## src/design/hdep_pkg.sv

```systemverilog
// Shared types, constants and helper functions for the HTTP date to epoch parser.
package hdep_pkg;

    localparam int CH_W    = 8;
    localparam int YEAR_W  = 14;
    localparam int MONTH_W = 4;
    localparam int DAY_W   = 5;
    localparam int HOUR_W  = 5;
    localparam int MIN_W   = 6;
    localparam int SEC_W   = 6;
    localparam int POS_W   = 4;
    localparam int DCNT_W  = 3;
    localparam int EPOCH_W = 39;

    // Multiply-accumulate unit widths
    localparam int MAC_A_W = 24;
    localparam int MAC_B_W = 17;
    localparam int MAC_P_W = MAC_A_W + MAC_B_W + 1;
    localparam int ACC_W   = 40;
    localparam int SHIFT_W = 5;

    localparam logic [CH_W-1:0] CH_NUL   = 8'h00;
    localparam logic [CH_W-1:0] CH_SPACE = 8'h20;
    localparam logic [CH_W-1:0] CH_COMMA = 8'h2C;
    localparam logic [CH_W-1:0] CH_COLON = 8'h3A;
    localparam logic [CH_W-1:0] CH_0     = 8'h30;
    localparam logic [CH_W-1:0] CH_9     = 8'h39;
    localparam logic [CH_W-1:0] CH_UP_A  = 8'h41;
    localparam logic [CH_W-1:0] CH_UP_Z  = 8'h5A;
    localparam logic [CH_W-1:0] CASE_GAP = 8'h20;

    localparam logic [POS_W-1:0] POS_MAX = '1;

    // Field limits
    localparam int DAY_MAX  = 31;
    localparam int HOUR_MAX = 23;
    localparam int MIN_MAX  = 59;
    localparam int SEC_MAX  = 60;
    localparam int DAY_DIGITS  = 2;
    localparam int YEAR_DIGITS = 4;

    // Day-count constants. The year is offset by one era (400 years) so all
    // quotients work on non-negative values; the era's days come back out in
    // DAYS_BIAS together with the 1970 epoch offset and the day-of-month base.
    localparam int YEAR_ERA     = 400;
    localparam int DAYS_PER_ERA = 146097;
    localparam int EPOCH_DAYS   = 719468;
    localparam int DAYS_BIAS    = EPOCH_DAYS + DAYS_PER_ERA + 1;
    localparam int DAYS_PER_YR  = 365;
    localparam int SECS_PER_DAY = 86400;
    localparam int SECS_PER_HR  = 3600;
    localparam int SECS_PER_MIN = 60;

    // Reciprocals: floor(y / 100) = (y * RCP_100) >> SH_100, likewise /400,
    // exact for the year range after the era offset.
    localparam int RCP_100 = 10486;
    localparam int SH_100  = 20;
    localparam int RCP_400 = 5243;
    localparam int SH_400  = 21;
    localparam int SH_4    = 2;

    localparam logic [23:0] MONTH_NAMES [12] = '{
        "jan", "feb", "mar", "apr", "may", "jun",
        "jul", "aug", "sep", "oct", "nov", "dec"
    };

    typedef enum logic [3:0] {
        PH_PRE_DAY, PH_DAY, PH_PRE_MON, PH_MON1, PH_MON2, PH_PRE_YEAR,
        PH_YEAR, PH_PRE_HOUR, PH_H1, PH_HC, PH_M0, PH_M1, PH_MC, PH_S0,
        PH_S1, PH_DONE
    } t_phase;

    typedef enum logic [1:0] {
        ACC_NOP, ACC_ADD, ACC_SUB, ACC_LOAD
    } t_acc_op;

    typedef struct packed {
        t_acc_op             op;
        logic [SHIFT_W-1:0]  shift;
    } t_mac_cmd;

    typedef enum logic [1:0] {
        CV_IDLE, CV_RUN, CV_HOLD
    } t_conv_state;

    typedef enum logic [3:0] {
        CS_Y100, CS_Y400, CS_Y365, CS_Y4, CS_DRAIN,
        CS_DAY_SEC, CS_HOUR, CS_MIN, CS_SEC, CS_LAST
    } t_conv_step;

    typedef struct packed {
        logic                ok;
        logic [YEAR_W-1:0]   year;
        logic [MONTH_W-1:0]  month;
        logic [DAY_W-1:0]    day;
        logic [HOUR_W-1:0]   hour;
        logic [MIN_W-1:0]    minute;
        logic [SEC_W-1:0]    second;
    } t_date;

    function automatic logic [CH_W-1:0] fold_case(input logic [CH_W-1:0] c);
        logic [CH_W-1:0] r;
        r = c;
        if (c inside {[CH_UP_A:CH_UP_Z]}) begin
            r = c + CASE_GAP;
        end
        return r;
    endfunction

    // Returns 1..12 for a matching name, 0 otherwise
    function automatic logic [MONTH_W-1:0] month_code(input logic [23:0] key);
        logic [MONTH_W-1:0] r;
        r = '0;
        for (int i = 0; i < 12; i++) begin
            if (r == '0 && key == MONTH_NAMES[i]) begin
                r = MONTH_W'(i + 1);
            end
        end
        return r;
    endfunction

    // Days from March 1 to the first of the month, year starting in March
    function automatic logic [8:0] month_base(input logic [MONTH_W-1:0] m);
        logic [8:0] r;
        case (m)
            4'd3:    r = 9'd0;
            4'd4:    r = 9'd31;
            4'd5:    r = 9'd61;
            4'd6:    r = 9'd92;
            4'd7:    r = 9'd122;
            4'd8:    r = 9'd153;
            4'd9:    r = 9'd184;
            4'd10:   r = 9'd214;
            4'd11:   r = 9'd245;
            4'd12:   r = 9'd275;
            4'd1:    r = 9'd306;
            4'd2:    r = 9'd337;
            default: r = 9'd0;
        endcase
        return r;
    endfunction

endpackage

```

## src/design/hdep_parser.sv

```systemverilog
// Character-at-a-time date grammar parser holding the parsed date fields.
module hdep_parser #(
    parameter int COMMA_WINDOW = 12
) (
    input  logic                       i_clk,
    input  logic                       i_rst_n,
    input  logic                       i_valid,
    input  logic [hdep_pkg::CH_W-1:0]  i_ch,
    output hdep_pkg::t_date            o_date
);
    import hdep_pkg::*;

    t_phase              r_phase, n_phase;
    logic [POS_W-1:0]    r_pos, n_pos;
    logic                r_comma, n_comma;
    logic                r_failed, n_failed;
    logic [DCNT_W-1:0]   r_dcnt, n_dcnt;
    logic [DAY_W-1:0]    r_day, n_day;
    logic [15:0]         r_mchars, n_mchars;
    logic [MONTH_W-1:0]  r_month, n_month;
    logic [YEAR_W-1:0]   r_year, n_year;
    logic [HOUR_W-1:0]   r_hour, n_hour;
    logic [MIN_W-1:0]    r_min, n_min;
    logic [SEC_W-1:0]    r_sec, n_sec;

    logic                dig;
    logic                sp;
    logic [3:0]          d;
    logic [CH_W-1:0]     fc;
    logic [8:0]          v_day;
    logic [YEAR_W-1:0]   v_year;
    logic [8:0]          v_hour;
    logic [9:0]          v_min;
    logic [9:0]          v_sec;
    logic [MONTH_W-1:0]  mcode;

    always_comb begin
        dig    = (i_ch inside {[CH_0:CH_9]});
        sp     = (i_ch == CH_SPACE);
        d      = dig ? 4'(i_ch - CH_0) : 4'd0;
        fc     = fold_case(i_ch);
        v_day  = 9'(r_day) * 9'd10 + 9'(d);
        v_year = r_year * YEAR_W'(10) + YEAR_W'(d);
        v_hour = 9'(r_hour) * 9'd10 + 9'(d);
        v_min  = 10'(r_min) * 10'd10 + 10'(d);
        v_sec  = 10'(r_sec) * 10'd10 + 10'(d);
        mcode  = month_code({r_mchars[7:0], r_mchars[15:8], fc});

        n_phase  = r_phase;
        n_pos    = r_pos;
        n_comma  = r_comma;
        n_failed = r_failed;
        n_dcnt   = r_dcnt;
        n_day    = r_day;
        n_mchars = r_mchars;
        n_month  = r_month;
        n_year   = r_year;
        n_hour   = r_hour;
        n_min    = r_min;
        n_sec    = r_sec;

        if (i_valid) begin
            if (i_ch == CH_NUL || (i_ch == CH_COMMA && !r_comma
                    && r_pos < POS_W'(COMMA_WINDOW))) begin
                // terminator or first early comma: restart the parse
                n_phase  = PH_PRE_DAY;
                n_failed = 1'b0;
                n_dcnt   = '0;
                n_day    = '0;
                n_mchars = '0;
                n_month  = '0;
                n_year   = '0;
                n_hour   = '0;
                n_min    = '0;
                n_sec    = '0;
                n_comma  = (i_ch != CH_NUL);
            end else if (!r_failed) begin
                case (r_phase)
                    PH_PRE_DAY: begin
                        if (dig) begin
                            n_day   = DAY_W'(d);
                            n_dcnt  = DCNT_W'(1);
                            n_phase = PH_DAY;
                        end else if (!sp) begin
                            n_failed = 1'b1;
                        end
                    end
                    PH_DAY: begin
                        if (dig) begin
                            if (r_dcnt >= DCNT_W'(DAY_DIGITS) || v_day > 9'(DAY_MAX)) begin
                                n_failed = 1'b1;
                            end else begin
                                n_day  = v_day[DAY_W-1:0];
                                n_dcnt = r_dcnt + 1'b1;
                            end
                        end else if (r_day == '0) begin
                            n_failed = 1'b1;
                        end else if (sp) begin
                            n_phase = PH_PRE_MON;
                        end else begin
                            n_mchars = {8'h00, fc};
                            n_phase  = PH_MON1;
                        end
                    end
                    PH_PRE_MON: begin
                        if (!sp) begin
                            n_mchars = {8'h00, fc};
                            n_phase  = PH_MON1;
                        end
                    end
                    PH_MON1: begin
                        n_mchars = {fc, r_mchars[7:0]};
                        n_phase  = PH_MON2;
                    end
                    PH_MON2: begin
                        if (mcode != '0) begin
                            n_month = mcode;
                            n_phase = PH_PRE_YEAR;
                        end else begin
                            n_failed = 1'b1;
                        end
                    end
                    PH_PRE_YEAR: begin
                        if (dig) begin
                            n_year  = YEAR_W'(d);
                            n_dcnt  = DCNT_W'(1);
                            n_phase = PH_YEAR;
                        end else if (!sp) begin
                            n_failed = 1'b1;
                        end
                    end
                    PH_YEAR: begin
                        if (dig) begin
                            if (r_dcnt >= DCNT_W'(YEAR_DIGITS)) begin
                                n_failed = 1'b1;
                            end else begin
                                n_year = v_year;
                                n_dcnt = r_dcnt + 1'b1;
                            end
                        end else if (sp && r_dcnt == DCNT_W'(YEAR_DIGITS)) begin
                            n_phase = PH_PRE_HOUR;
                        end else begin
                            n_failed = 1'b1;
                        end
                    end
                    PH_PRE_HOUR: begin
                        if (dig) begin
                            n_hour  = HOUR_W'(d);
                            n_phase = PH_H1;
                        end else if (!sp) begin
                            n_failed = 1'b1;
                        end
                    end
                    PH_H1: begin
                        if (!dig || v_hour > 9'(HOUR_MAX)) begin
                            n_failed = 1'b1;
                        end else begin
                            n_hour  = v_hour[HOUR_W-1:0];
                            n_phase = PH_HC;
                        end
                    end
                    PH_HC: begin
                        if (i_ch == CH_COLON) n_phase = PH_M0;
                        else n_failed = 1'b1;
                    end
                    PH_M0: begin
                        if (dig) begin
                            n_min   = MIN_W'(d);
                            n_phase = PH_M1;
                        end else begin
                            n_failed = 1'b1;
                        end
                    end
                    PH_M1: begin
                        if (!dig || v_min > 10'(MIN_MAX)) begin
                            n_failed = 1'b1;
                        end else begin
                            n_min   = v_min[MIN_W-1:0];
                            n_phase = PH_MC;
                        end
                    end
                    PH_MC: begin
                        if (i_ch == CH_COLON) n_phase = PH_S0;
                        else n_failed = 1'b1;
                    end
                    PH_S0: begin
                        if (dig) begin
                            n_sec   = SEC_W'(d);
                            n_phase = PH_S1;
                        end else begin
                            n_failed = 1'b1;
                        end
                    end
                    PH_S1: begin
                        if (!dig || v_sec > 10'(SEC_MAX)) begin
                            n_failed = 1'b1;
                        end else begin
                            n_sec   = v_sec[SEC_W-1:0];
                            n_phase = PH_DONE;
                        end
                    end
                    default: begin
                        // trailing text after the seconds: ignore
                    end
                endcase
            end

            if (i_ch == CH_NUL) begin
                n_pos = '0;
            end else if (r_pos != POS_MAX) begin
                n_pos = r_pos + 1'b1;
            end
        end
    end

    always_ff @(posedge i_clk) begin
        if (!i_rst_n) begin
            r_phase  <= PH_PRE_DAY;
            r_pos    <= '0;
            r_comma  <= 1'b0;
            r_failed <= 1'b0;
            r_dcnt   <= '0;
            r_day    <= '0;
            r_mchars <= '0;
            r_month  <= '0;
            r_year   <= '0;
            r_hour   <= '0;
            r_min    <= '0;
            r_sec    <= '0;
        end else begin
            r_phase  <= n_phase;
            r_pos    <= n_pos;
            r_comma  <= n_comma;
            r_failed <= n_failed;
            r_dcnt   <= n_dcnt;
            r_day    <= n_day;
            r_mchars <= n_mchars;
            r_month  <= n_month;
            r_year   <= n_year;
            r_hour   <= n_hour;
            r_min    <= n_min;
            r_sec    <= n_sec;
        end
    end

    assign o_date.ok     = !r_failed && (r_phase == PH_DONE);
    assign o_date.year   = r_year;
    assign o_date.month  = r_month;
    assign o_date.day    = r_day;
    assign o_date.hour   = r_hour;
    assign o_date.minute = r_min;
    assign o_date.second = r_sec;

endmodule

```

## src/design/hdep_mac.sv

```systemverilog
// Shared multiply then shift-accumulate unit used by the epoch conversion.
module hdep_mac (
    input  logic                                  i_clk,
    input  logic                                  i_rst_n,
    input  logic                                  i_init,
    input  logic signed [hdep_pkg::ACC_W-1:0]     i_init_val,
    input  hdep_pkg::t_mac_cmd                    i_cmd,
    input  logic signed [hdep_pkg::MAC_A_W-1:0]   i_a,
    input  logic [hdep_pkg::MAC_B_W-1:0]          i_b,
    output logic signed [hdep_pkg::ACC_W-1:0]     o_acc
);
    import hdep_pkg::*;

    t_mac_cmd                   r_cmd;
    logic signed [MAC_P_W-1:0]  r_p, n_p;
    logic signed [ACC_W-1:0]    r_acc, n_acc;
    logic signed [MAC_P_W-1:0]  p_shift;

    always_comb begin
        n_p     = i_a * $signed({1'b0, i_b});
        p_shift = r_p >>> r_cmd.shift;
        n_acc   = r_acc;
        if (i_init) begin
            n_acc = i_init_val;
        end else begin
            case (r_cmd.op)
                ACC_ADD:  n_acc = r_acc + ACC_W'(p_shift);
                ACC_SUB:  n_acc = r_acc - ACC_W'(p_shift);
                ACC_LOAD: n_acc = ACC_W'(p_shift);
                default:  n_acc = r_acc;
            endcase
        end
    end

    always_ff @(posedge i_clk) begin
        if (!i_rst_n) begin
            r_cmd <= '{op: ACC_NOP, shift: '0};
        end else begin
            r_cmd <= i_cmd;
        end
    end

    always_ff @(posedge i_clk) begin
        r_p   <= n_p;
        r_acc <= n_acc;
    end

    assign o_acc = r_acc;

endmodule

```

## src/design/hdep_conv.sv

```systemverilog
// Sequencer that turns a parsed date into epoch seconds on the shared MAC unit.
module hdep_conv (
    input  logic                                 i_clk,
    input  logic                                 i_rst_n,
    input  logic                                 i_start,
    input  hdep_pkg::t_date                      i_date,
    output logic                                 o_busy,
    output logic                                 o_res_valid,
    input  logic                                 i_res_ready,
    output logic                                 o_res_ok,
    output logic [hdep_pkg::EPOCH_W-1:0]         o_res_epoch
);
    import hdep_pkg::*;

    t_conv_state          r_state, n_state;
    t_conv_step           r_step, n_step;
    logic                 r_ok;
    logic [YEAR_W-1:0]    r_yoff;
    logic [HOUR_W-1:0]    r_hour;
    logic [MIN_W-1:0]     r_min;
    logic [SEC_W-1:0]     r_sec;

    logic                 mac_init;
    logic signed [ACC_W-1:0]   init_val;
    t_mac_cmd             cmd;
    logic signed [MAC_A_W-1:0] op_a;
    logic [MAC_B_W-1:0]   op_b;
    logic signed [ACC_W-1:0]   acc;
    logic [YEAR_W-1:0]    yoff;

    // March-based year, shifted up one era
    assign yoff = i_date.year + YEAR_W'(YEAR_ERA)
                - ((i_date.month < MONTH_W'(3)) ? YEAR_W'(1) : YEAR_W'(0));
    assign init_val = ACC_W'(month_base(i_date.month)) + ACC_W'(i_date.day)
                    - ACC_W'(DAYS_BIAS);

    always_comb begin
        n_state  = r_state;
        n_step   = r_step;
        mac_init = 1'b0;
        cmd      = '{op: ACC_NOP, shift: '0};
        op_a     = MAC_A_W'(r_yoff);
        op_b     = '0;
        case (r_state)
            CV_IDLE: begin
                if (i_start) begin
                    mac_init = 1'b1;
                    n_step   = CS_Y100;
                    n_state  = i_date.ok ? CV_RUN : CV_HOLD;
                end
            end
            CV_RUN: begin
                n_step = t_conv_step'(r_step + 1'b1);
                case (r_step)
                    CS_Y100: begin
                        op_b = MAC_B_W'(RCP_100);
                        cmd  = '{op: ACC_SUB, shift: SHIFT_W'(SH_100)};
                    end
                    CS_Y400: begin
                        op_b = MAC_B_W'(RCP_400);
                        cmd  = '{op: ACC_ADD, shift: SHIFT_W'(SH_400)};
                    end
                    CS_Y365: begin
                        op_b = MAC_B_W'(DAYS_PER_YR);
                        cmd  = '{op: ACC_ADD, shift: '0};
                    end
                    CS_Y4: begin
                        op_b = MAC_B_W'(1);
                        cmd  = '{op: ACC_ADD, shift: SHIFT_W'(SH_4)};
                    end
                    CS_DAY_SEC: begin
                        // day count is complete in the accumulator now
                        op_a = acc[MAC_A_W-1:0];
                        op_b = MAC_B_W'(SECS_PER_DAY);
                        cmd  = '{op: ACC_LOAD, shift: '0};
                    end
                    CS_HOUR: begin
                        op_a = MAC_A_W'(r_hour);
                        op_b = MAC_B_W'(SECS_PER_HR);
                        cmd  = '{op: ACC_ADD, shift: '0};
                    end
                    CS_MIN: begin
                        op_a = MAC_A_W'(r_min);
                        op_b = MAC_B_W'(SECS_PER_MIN);
                        cmd  = '{op: ACC_ADD, shift: '0};
                    end
                    CS_SEC: begin
                        op_a = MAC_A_W'(r_sec);
                        op_b = MAC_B_W'(1);
                        cmd  = '{op: ACC_ADD, shift: '0};
                    end
                    CS_LAST: begin
                        n_state = CV_HOLD;
                    end
                    default: begin
                        // drain cycle: let the last product land
                    end
                endcase
            end
            CV_HOLD: begin
                if (i_res_ready) n_state = CV_IDLE;
            end
            default: n_state = CV_IDLE;
        endcase
    end

    always_ff @(posedge i_clk) begin
        if (!i_rst_n) begin
            r_state <= CV_IDLE;
            r_step  <= CS_Y100;
        end else begin
            r_state <= n_state;
            r_step  <= n_step;
        end
    end

    always_ff @(posedge i_clk) begin
        if (r_state == CV_IDLE && i_start) begin
            r_ok   <= i_date.ok;
            r_yoff <= yoff;
            r_hour <= i_date.hour;
            r_min  <= i_date.minute;
            r_sec  <= i_date.second;
        end
    end

    hdep_mac u_mac (
        .i_clk      (i_clk),
        .i_rst_n    (i_rst_n),
        .i_init     (mac_init),
        .i_init_val (init_val),
        .i_cmd      (cmd),
        .i_a        (op_a),
        .i_b        (op_b),
        .o_acc      (acc)
    );

    assign o_busy      = (r_state != CV_IDLE);
    assign o_res_valid = (r_state == CV_HOLD);
    assign o_res_ok    = r_ok;
    assign o_res_epoch = r_ok ? acc[EPOCH_W-1:0] : '0;

endmodule

```

## src/design/http_date_to_epoch_parser_unit.sv

```systemverilog
// Top level: date string parser with epoch-seconds conversion and output register.
//
//  channel  | dir | signals                                 | word
//  ---------+-----+-----------------------------------------+--------------------------------
//  s (char) | in  | i_s_tvalid, o_s_tready, i_s_tdata       | one character, NUL ends string
//  m (res)  | out | o_m_tvalid, i_m_tready, o_m_tdata, tuser| ok flag and epoch seconds
//
// Ordinary characters are taken one per cycle while the sequencer is idle. A NUL word
// hands the parsed fields to the conversion sequencer, which runs ten steps on one
// shared multiply-accumulate unit; a string that failed to parse skips them.
// o_s_tready stays low after a NUL word until the result moves into the output
// register, and that move waits while the output register is still full.
// Reset (i_rst_n low, synchronous) returns the parser to the start of a
// string and empties the sequencer and output register.
// A result waiting in the output register stalls character input once the sequencer holds the next result.
module http_date_to_epoch_parser_unit #(
    parameter int COMMA_WINDOW = 12
) (
    input  logic        i_clk,
    input  logic        i_rst_n,

    input  logic        i_s_tvalid,
    output logic        o_s_tready,
    input  logic [7:0]  i_s_tdata,   // [7:0] ch

    output logic        o_m_tvalid,
    input  logic        i_m_tready,
    output logic [39:0] o_m_tdata,   // [38:0] epoch_seconds, [39] zero fill
    output logic        o_m_tuser    // [0] ok
);
    import hdep_pkg::*;

    logic                s_accept;
    logic                start;
    t_date               date;
    logic                conv_busy;
    logic                res_valid;
    logic                res_take;
    logic                res_ok;
    logic [EPOCH_W-1:0]  res_epoch;

    logic                r_out_valid;
    logic                r_out_ok;
    logic [EPOCH_W-1:0]  r_out_epoch;

    // Take characters whenever the sequencer is free
    assign o_s_tready = !conv_busy;
    assign s_accept   = i_s_tvalid && o_s_tready;
    assign start      = s_accept && (i_s_tdata == CH_NUL);

    hdep_parser #(
        .COMMA_WINDOW (COMMA_WINDOW)
    ) u_parser (
        .i_clk   (i_clk),
        .i_rst_n (i_rst_n),
        .i_valid (s_accept),
        .i_ch    (i_s_tdata),
        .o_date  (date)
    );

    hdep_conv u_conv (
        .i_clk       (i_clk),
        .i_rst_n     (i_rst_n),
        .i_start     (start),
        .i_date      (date),
        .o_busy      (conv_busy),
        .o_res_valid (res_valid),
        .i_res_ready (res_take),
        .o_res_ok    (res_ok),
        .o_res_epoch (res_epoch)
    );

    // Advance the result into the output register when it is empty or draining
    assign res_take = res_valid && (!r_out_valid || i_m_tready);

    always_ff @(posedge i_clk) begin
        if (!i_rst_n) begin
            r_out_valid <= 1'b0;
        end else if (res_take) begin
            r_out_valid <= 1'b1;
        end else if (i_m_tready) begin
            r_out_valid <= 1'b0;
        end
    end

    always_ff @(posedge i_clk) begin
        if (res_take) begin
            r_out_ok    <= res_ok;
            r_out_epoch <= res_epoch;
        end
    end

    assign o_m_tvalid = r_out_valid;
    assign o_m_tdata  = {1'b0, r_out_epoch};
    assign o_m_tuser  = r_out_ok;

endmodule
```

## config.mk

```make
export PLATFORM = sky130hd
export DESIGN_NAME = http_date_to_epoch_parser_unit
export DESIGN_NICKNAME = d
export VERILOG_FILES = /design/src/design/hdep_pkg.sv /design/src/design/hdep_parser.sv /design/src/design/hdep_mac.sv /design/src/design/hdep_conv.sv /design/src/design/http_date_to_epoch_parser_unit.sv
export SDC_FILE = /design/constraint.sdc
export NUM_CORES = 1
export LEC_CHECK = 0
export BUFFER_PORTS_ARGS = -buffer_cell sky130_fd_sc_hd__buf_2
export CAP_MARGIN = 20
export CORE_MARGIN = 4
export CORE_UTILIZATION = 55
export CTS_BUF_LIST = sky130_fd_sc_hd__clkbuf_8
export DETAILED_ROUTE_END_ITERATION = 8
export PLACE_DENSITY = 0.79
export RECOVER_POWER = 25
export SETUP_SLACK_MARGIN = 0.1
export SYNTH_ARGS = -nofsm -noshare
export SYNTH_HDL_FRONTEND = slang
export SYNTH_SLANG_ARGS = --single-unit
```

## constraint.sdc

```tcl
create_clock -name i_clk -period 19.2 [get_ports i_clk]
set_clock_uncertainty 0.1 [all_clocks]
set_input_delay 0.96 -clock i_clk [delete_from_list [all_inputs] [get_ports i_clk]]
set_output_delay 0.96 -clock i_clk [all_outputs]
set_load 0.05 [all_outputs]
```

==> metrics.csv, run 1 <==
metric,value,unit
status,finished with violations,
violations,"capacitance limit, slew limit",
start_kind,flop,
fin_util,0.595,
synth.avg_cell_area,8.93,um2
start_util,0.560,
reg2reg_depth,24,
synth_edf_count,111,
path_clk_slew,0.07,ns
grt_overflow,0,
final_max_slew_viol_count,146,
drt_iter0_markers,1853,
synth_warnings,0,
cts_resized,0,
synthTopCellsByArea,"fa_1 (25%), edfxtp_1 (11%), ha_1 (9.4%), dfxtp_1 (8.5%), inv_1 (6.7%)",
hold_path.startpoint,u_parser.r_mchars[6],
ys_top_cells_by_count,"inv_1 (558), fa_1 (389), nand2_1 (383)",
required,19.60,ns
ir_drop,0.0715,mV
cts.sinks,243,
cts-root-buf,clkbuf_8,
power_frac_clock,0.283,
r2r_start,u_conv.r_step[1],
vias_per_cell,5.77,
numCtsBuffers,44,
yosysUniqueCellTypes,107,
synth_top_cell_by_area,fa_1,
setup_tns,0,ns
drc,0,
p_int,1.18,mW
gp_congestion,0.968,
nFillCells,4815,
ant_nets,0,
layout.nets,4161,
grt_use_total,0.271,
yosys_register_bits,243,
setup_viol,0,
core,55600,um2
rsz0062_at_grt,false,
grt_pass1_vias,25200,
num_rows,86,
hold_depth,2,
routed_wl,80400,um
grt_pass1_wl,132000,um
max_freq,117,MHz
fin_total_pwr,1.89,mW
multi_input_area,22700,um2
hpwl,64100,um
power.density,57.2,nW/um2
post-place-ws,10.76,ns
antenna_found_initial,5,
finalHoldViolCount,0,
p_seq_frac,0.330,
max-cap-violations,3,
drive_gt1_frac,0.0615,
yosys.area.top_type_share,0.250,
die_y,246,um
grt_max_degree,72,
p_leak,15.6,nW
ys_seq_area_frac,0.192,
end_kind,flop,
cts_max_path_buffers,3,
setup_slack,10.65,ns
slew_headroom,-1.27,
criticalPathCategory,flop to flop,
post_cts_buffers,0,
timing.hold.ws,0.375,ns
syn_inst,3488,
syn2layout_area_growth,6.19,%
routed-via-count,24900,
r2r_setup_slack,10.65,ns
seq_area,5980,um2
die-area,60500,um2
syn_area,31200,um2
cts_tree,built,
postCtsHoldBufs,0,
layout_min_cycle_time,8.55,ns
io_buffer_count,53,
synth-main-ff-cell,dfxtp_1,
synthArstFlopShare,0,
power.switching,714,uW
clk_latency,0.64,ns
switching_share,0.377,
comb_power_share,0.387,
timing.final.crit_share,0.445,
drt_first_pass_iters,6,
crit_fanout,25,
min_to,u_parser.r_mchars[6],
synth_most_common_cell,inv_1,
worst_pin_slew,3.41,ns
reg2reg_to,u_conv.u_mac.r_p[41],
holdCritPathClass,flop to flop,
io_pins,55,
cts.htree.levels,2,
crit_arrival,8.95,ns
post_drt_wl_per_cell,18.7,um
fp.dieW,246,um
worst max-delay path by stage:
stage	from	endpoint	slack, ns	cells past startpoint
finish	u_conv.r_step[1]	u_conv.u_mac.r_p[41]	10.65	24
global route	u_conv.r_step[1]	u_conv.u_mac.r_p[41]	10.01	24
CTS	u_conv.r_step[1]	u_conv.u_mac.r_p[41]	10.73	24
detailed placement	u_conv.r_step[1]	u_conv.u_mac.r_p[41]	10.76	24
global placement	u_conv.r_step[1]	u_conv.u_mac.r_p[41]	10.92	24
floorplan	u_conv.r_step[0]	u_conv.u_mac.r_p[41]	11.45	31
cells in the final DEF, fill, tap and decap left out, types with 54 or more instances in the layout:
cell and n:
a21o_1 68, a21oi_1 193, and2_1 54, buf_2 54, dfxtp_1 131, edfxtp_1 111, fa_1 389, ha_1 235
inv_1 564, mux2i_1 85, nand2_1 383, nand3_1 59, nor2_1 248, nor3_1 56, o21ai_0 111, xnor2_1 95
xor2_1 63
power by group through the flow:
stage               logic, mW  clock network, mW  registers, mW
floorplan               0.564                  0          0.612
finish                  0.732              0.536          0.625
CTS                     0.725              0.546          0.622
global route            0.818              0.569          0.626
detailed placement      0.719                  0          0.632
global placement        0.707                  0          0.632
worst max-delay path, stage by stage (launching register included):
cell and delay (ns):
dfxtp_1 0.34, inv_1 0.11, ha_1 0.66, nand2_1 0.58, o22ai_2 0.31, buf_4 0.34, nand2_1 0.19, inv_1 0.16
fa_1 0.57, fa_1 0.89, inv_1 0.18, fa_1 0.59, fa_1 0.45, fa_1 0.56, inv_1 0.06, fa_1 0.47
ha_1 0.40, nand2_1 0.09, nor2_1 0.14, nand2_1 0.07, a211o_1 0.30, a211o_1 0.33, a31oi_1 0.23, nor4_1 0.07
a311oi_1 0.23
stage by stage:
stage | std cells | area [um2]
after floorplan | 3533 | 31300
after global placement | 4226 | 32100
after detailed placement | 4226 | 32100
after CTS | 4307 | 33100
after global routing | 4308 | 33100
final | 4310 | 33100
cells by family (layout without fill, tap and decap cells):
logic type / Yosys count / after routing / synth area share
other cells: 2 / 49 / 0.000241
buf+inv: 695 / 722 / 0.0866
compound gates: 615 / 615 / 0.128
mux: 122 / 122 / 0.0468
xor+xnor: 159 / 159 / 0.0451
simple gates: 1027 / 1027 / 0.156
fa+ha+maj: 625 / 625 / 0.345
flops: 243 / 243 / 0.192
final cells by class:
class | instances | share of cell area
multi-input combinational | 2595 | 0.685
sequential | 243 | 0.181
inverter | 562 | 0.0638
tap | 748 | 0.0283
clock buffer | 44 | 0.0183
timing repair buffer | 79 | 0.0135
clock inverter | 37 | 0.0101
antenna | 2 | 0.000151
registers in the layout, indices dropped and copies added (netlist names), 2 cells and up, named ones only:
| name | flops |
|---|---|
| u_conv.u_mac.r_p | 42 |
| r_out_epoch | 39 |
| u_conv.u_mac.o_acc | 39 |
| u_parser.r_mchars | 16 |
| u_conv.r_yoff | 14 |
| u_parser.r_year | 14 |
| u_conv.r_min | 6 |
| u_conv.r_sec | 6 |
| u_parser.r_min | 6 |
| u_parser.r_sec | 6 |
| u_conv.r_hour | 5 |
| u_conv.u_mac.r_cmd | 5 |
| u_parser.r_day | 5 |
| u_parser.r_hour | 5 |
| u_conv.r_step | 4 |
| u_parser.r_month | 4 |
| u_parser.r_phase | 4 |
| u_parser.r_pos | 4 |
| u_parser.r_dcnt | 3 |
| u_conv.r_state | 2 |
routing by layer:
metal / GRT usage / share of wire / vias to the layer above
met1: 0.359 / 0.41 / 12100
met3: 0.0484 / 0.076 / 209
met4: 0.107 / 0.044 / 2
li1: - / - / 11600
met5: 0 / 0.00014 / -
met2: 0.443 / 0.47 / 1014
No activity file was read; power rests on OpenSTA's default activity.
==> inputs of run 2 (changes only) <==
clock period = 8.25 ns   (was 19.2 ns; I/O delays follow)
==> run 2 against run 1 <==
The flow still finishes with violations (capacitance limit, slew limit); sequential share of layout area shrank 0.11 points; setup slack lost 10 ns; global-route usage grew 0.72 points; non-clock buffer count grew 34; hold slack lost 0.26 ns; fmax grew 10%; flip-flop and latch count is the same; die area is the same; combinational power grew 140%; final area grew 0.62%; critical path depth grew 5; power grew 130%; largest cell class unchanged; highest routed layer unchanged.
==> metrics.csv, run 2 (synthesis results as in run 1) <==
metric,value,unit,change
slowest_delay,0.55,ns,-0.34 ns
io_buffer_count,53,,unchanged
reg2reg_to,u_conv.u_mac.r_p[41],,
grt_overflow,0,,unchanged
io_pins,55,,unchanged
highest_layer,met5,,
holdCritPathClass,input pin to flop,,
hpwl,67000,um,+4.5%
timing.final.crit_share,0.941,,+0.496
stdcell_count,4343,,+0.77%
start_kind,flop,,
startpoint,u_conv.r_step[1],,
r2r_start,u_conv.r_step[1],,
cp_slowest_cell,fa_1,,
drt_iter0_markers,2191,,+18%
post-place-ws,0.323,ns,-10.44 ns
core,55600,um2,unchanged
layout.nets,4193,,+0.77%
p_leak,15.6,nW,+0.21%
routed_wl,82900,um,+3.1%
drt_first_pass_iters,6,,unchanged
antenna_found_initial,7,,+2
reg2reg_depth,29,,+21%
die_y,246,um,unchanged
wl_met3,7100,um,+16%
gp_congestion,0.955,,-1.4%
largest_register_ffs,42,,unchanged
setup_viol,0,,unchanged
power.density,131,nW/um2,+130%
criticalPathCategory,flop to flop,,
numCtsBuffers,42,,-4.5%
dp_cells,4261,,+0.83%
cts-root-buf,clkbuf_8,,
grt_use_total,0.278,,+0.00715
largest-register,u_conv.u_mac.r_p,,
fp.dieW,246,um,unchanged
layout_common_cells,"inv_1 (569), fa_1 (389), nand2_1 (383), nor2_1 (247), ha_1 (232)",,
ir_drop,0.117,mV,+64%
final_max_slew_viol_count,150,,+2.7%
num_rows,86,,unchanged
post_drt_wl_per_cell,19.1,um,+2.3%
finalHoldViolCount,0,,unchanged
seq_area,5980,um2,unchanged
layout_commonest_cell,inv_1,,
max-cap-violations,3,,unchanged
cts_max_path_buffers,3,,unchanged
critPathMostFrequentCell,fa_1,,
crit_arrival,8.16,ns,-0.79 ns
max_freq,129,MHz,+10%
required,8.64,ns,-10.96 ns
cts.htree.levels,2,,unchanged
violations,"capacitance limit, slew limit",,
syn2layout_area_growth,6.85,%,
end_kind,flop,,
drc,0,,unchanged
slew_headroom,-1.21,,+0.0654
grt_pass1_wl,134000,um,+1.8%
setup_slack,0.488,ns,-10.16 ns
ant_nets,0,,unchanged
status,finished with violations,,
clk_latency,0.62,ns,-0.02 ns
crit_fanout,24,,-4.0%
setup_tns,0,ns,unchanged
rsz0062_at_grt,false,,
r2r_setup_slack,0.49,ns,-10.16 ns
grt_max_degree,72,,unchanged
cts.sinks,243,,unchanged
worst_pin_slew,3.31,ns,-0.0981 ns
route.met2.wl,38100,um,+1.7%
multi_input_area,22700,um2,+0.17%
drive_gt1_frac,0.0613,,-0.000236
fin_util,0.598,,+0.00369
cts_tree,built,,
layout_min_cycle_time,7.76,ns,-0.787 ns
crit_end,u_conv.u_mac.r_p[41],,
path_clk_slew,0.07,ns,about the same
grt_pass1_vias,25000,,-0.56%
vias_per_cell,5.76,,-0.27%
nFillCells,4869,,+1.1%
start_util,0.560,,unchanged
die-area,60500,um2,unchanged
routed-via-count,25000,,+0.50%
drt-met1-wl,34000,um,+2.1%
run 2: cell types whose count changed in the layout (fill, tap and decap cells not counted), sizes merged:
cell,before,now
clkinvlp,0,2
buf,76,73
clkbuf,47,90
inv,572,573
diode,2,5
clkinv,22,12
bufinv,5,2
run 2: worst max-delay path: cells and delay by family (launching register included):
family | cells | cell delay, ns
adders and majority gates | 8 | 3.59
AOI/OAI and AO/OA | 10 | 2.26
buffers and inverters | 7 | 0.84
and+or+nand+nor | 4 | 0.44
DFF | 1 | 0.38
run 2: per-layer routing:
layer,track usage,up-vias
met1,0.368,12100
li1,-,11700
met2,0.446,1042
met5,0,-
met3,0.0592,195
met4,0.115,4
run 2: power by group:
| part | total (mW) | switching [mW] | internal, mW |
|---|---|---|---|
| clock | 1.15 | 0.531 | 0.619 |
| sequential | 1.46 | 0.0989 | 1.36 |
| combinational | 1.74 | 1.02 | 0.719 |
run 2: layout make-up:
type | count | area share
Multi-Input combinational cell | 2595 | 0.682
Inverter | 562 | 0.0634
Timing Repair Buffer | 113 | 0.0203
Tap cell | 748 | 0.0281
Clock inverter | 27 | 0.00549
Sequential cell | 243 | 0.180
Clock buffer | 50 | 0.0207
Antenna cell | 5 | 0.000376
run 2: timing repair:
action | in CTS | in global routing
hold buffers | 0 | 0
endpoints found under the setup margin | 0 | 16
buffers inserted | 0 | 0
resized for setup | 0 | 13
endpoints found under the hold margin | 0 | 0
run 2: per-stage QoR:
stage	area [um2]	power [mW]	hold WS, ns
6_report	33300	4.35	0.111
3_3_place_gp	32400	3.14	0.343
4_1_cts	33300	4.34	0.0417
5_1_grt	33300	4.61	0.0959
3_5_place_dp	32400	3.17	0.369
2_1_floorplan	31300	2.74	0.335
run 2: worst min-delay path by stage:
stage                               startpoint                   end  cells after the start
after floorplan           u_parser.r_mchars[6]  u_parser.r_mchars[6]                      2
after global placement    u_parser.r_mchars[6]  u_parser.r_mchars[6]                      2
after detailed placement  u_parser.r_mchars[6]  u_parser.r_mchars[6]                      2
after CTS                           i_m_tready            o_m_tvalid                      3
after global routing                i_m_tready            o_m_tvalid                      3
final                               i_m_tready            o_m_tvalid                      3
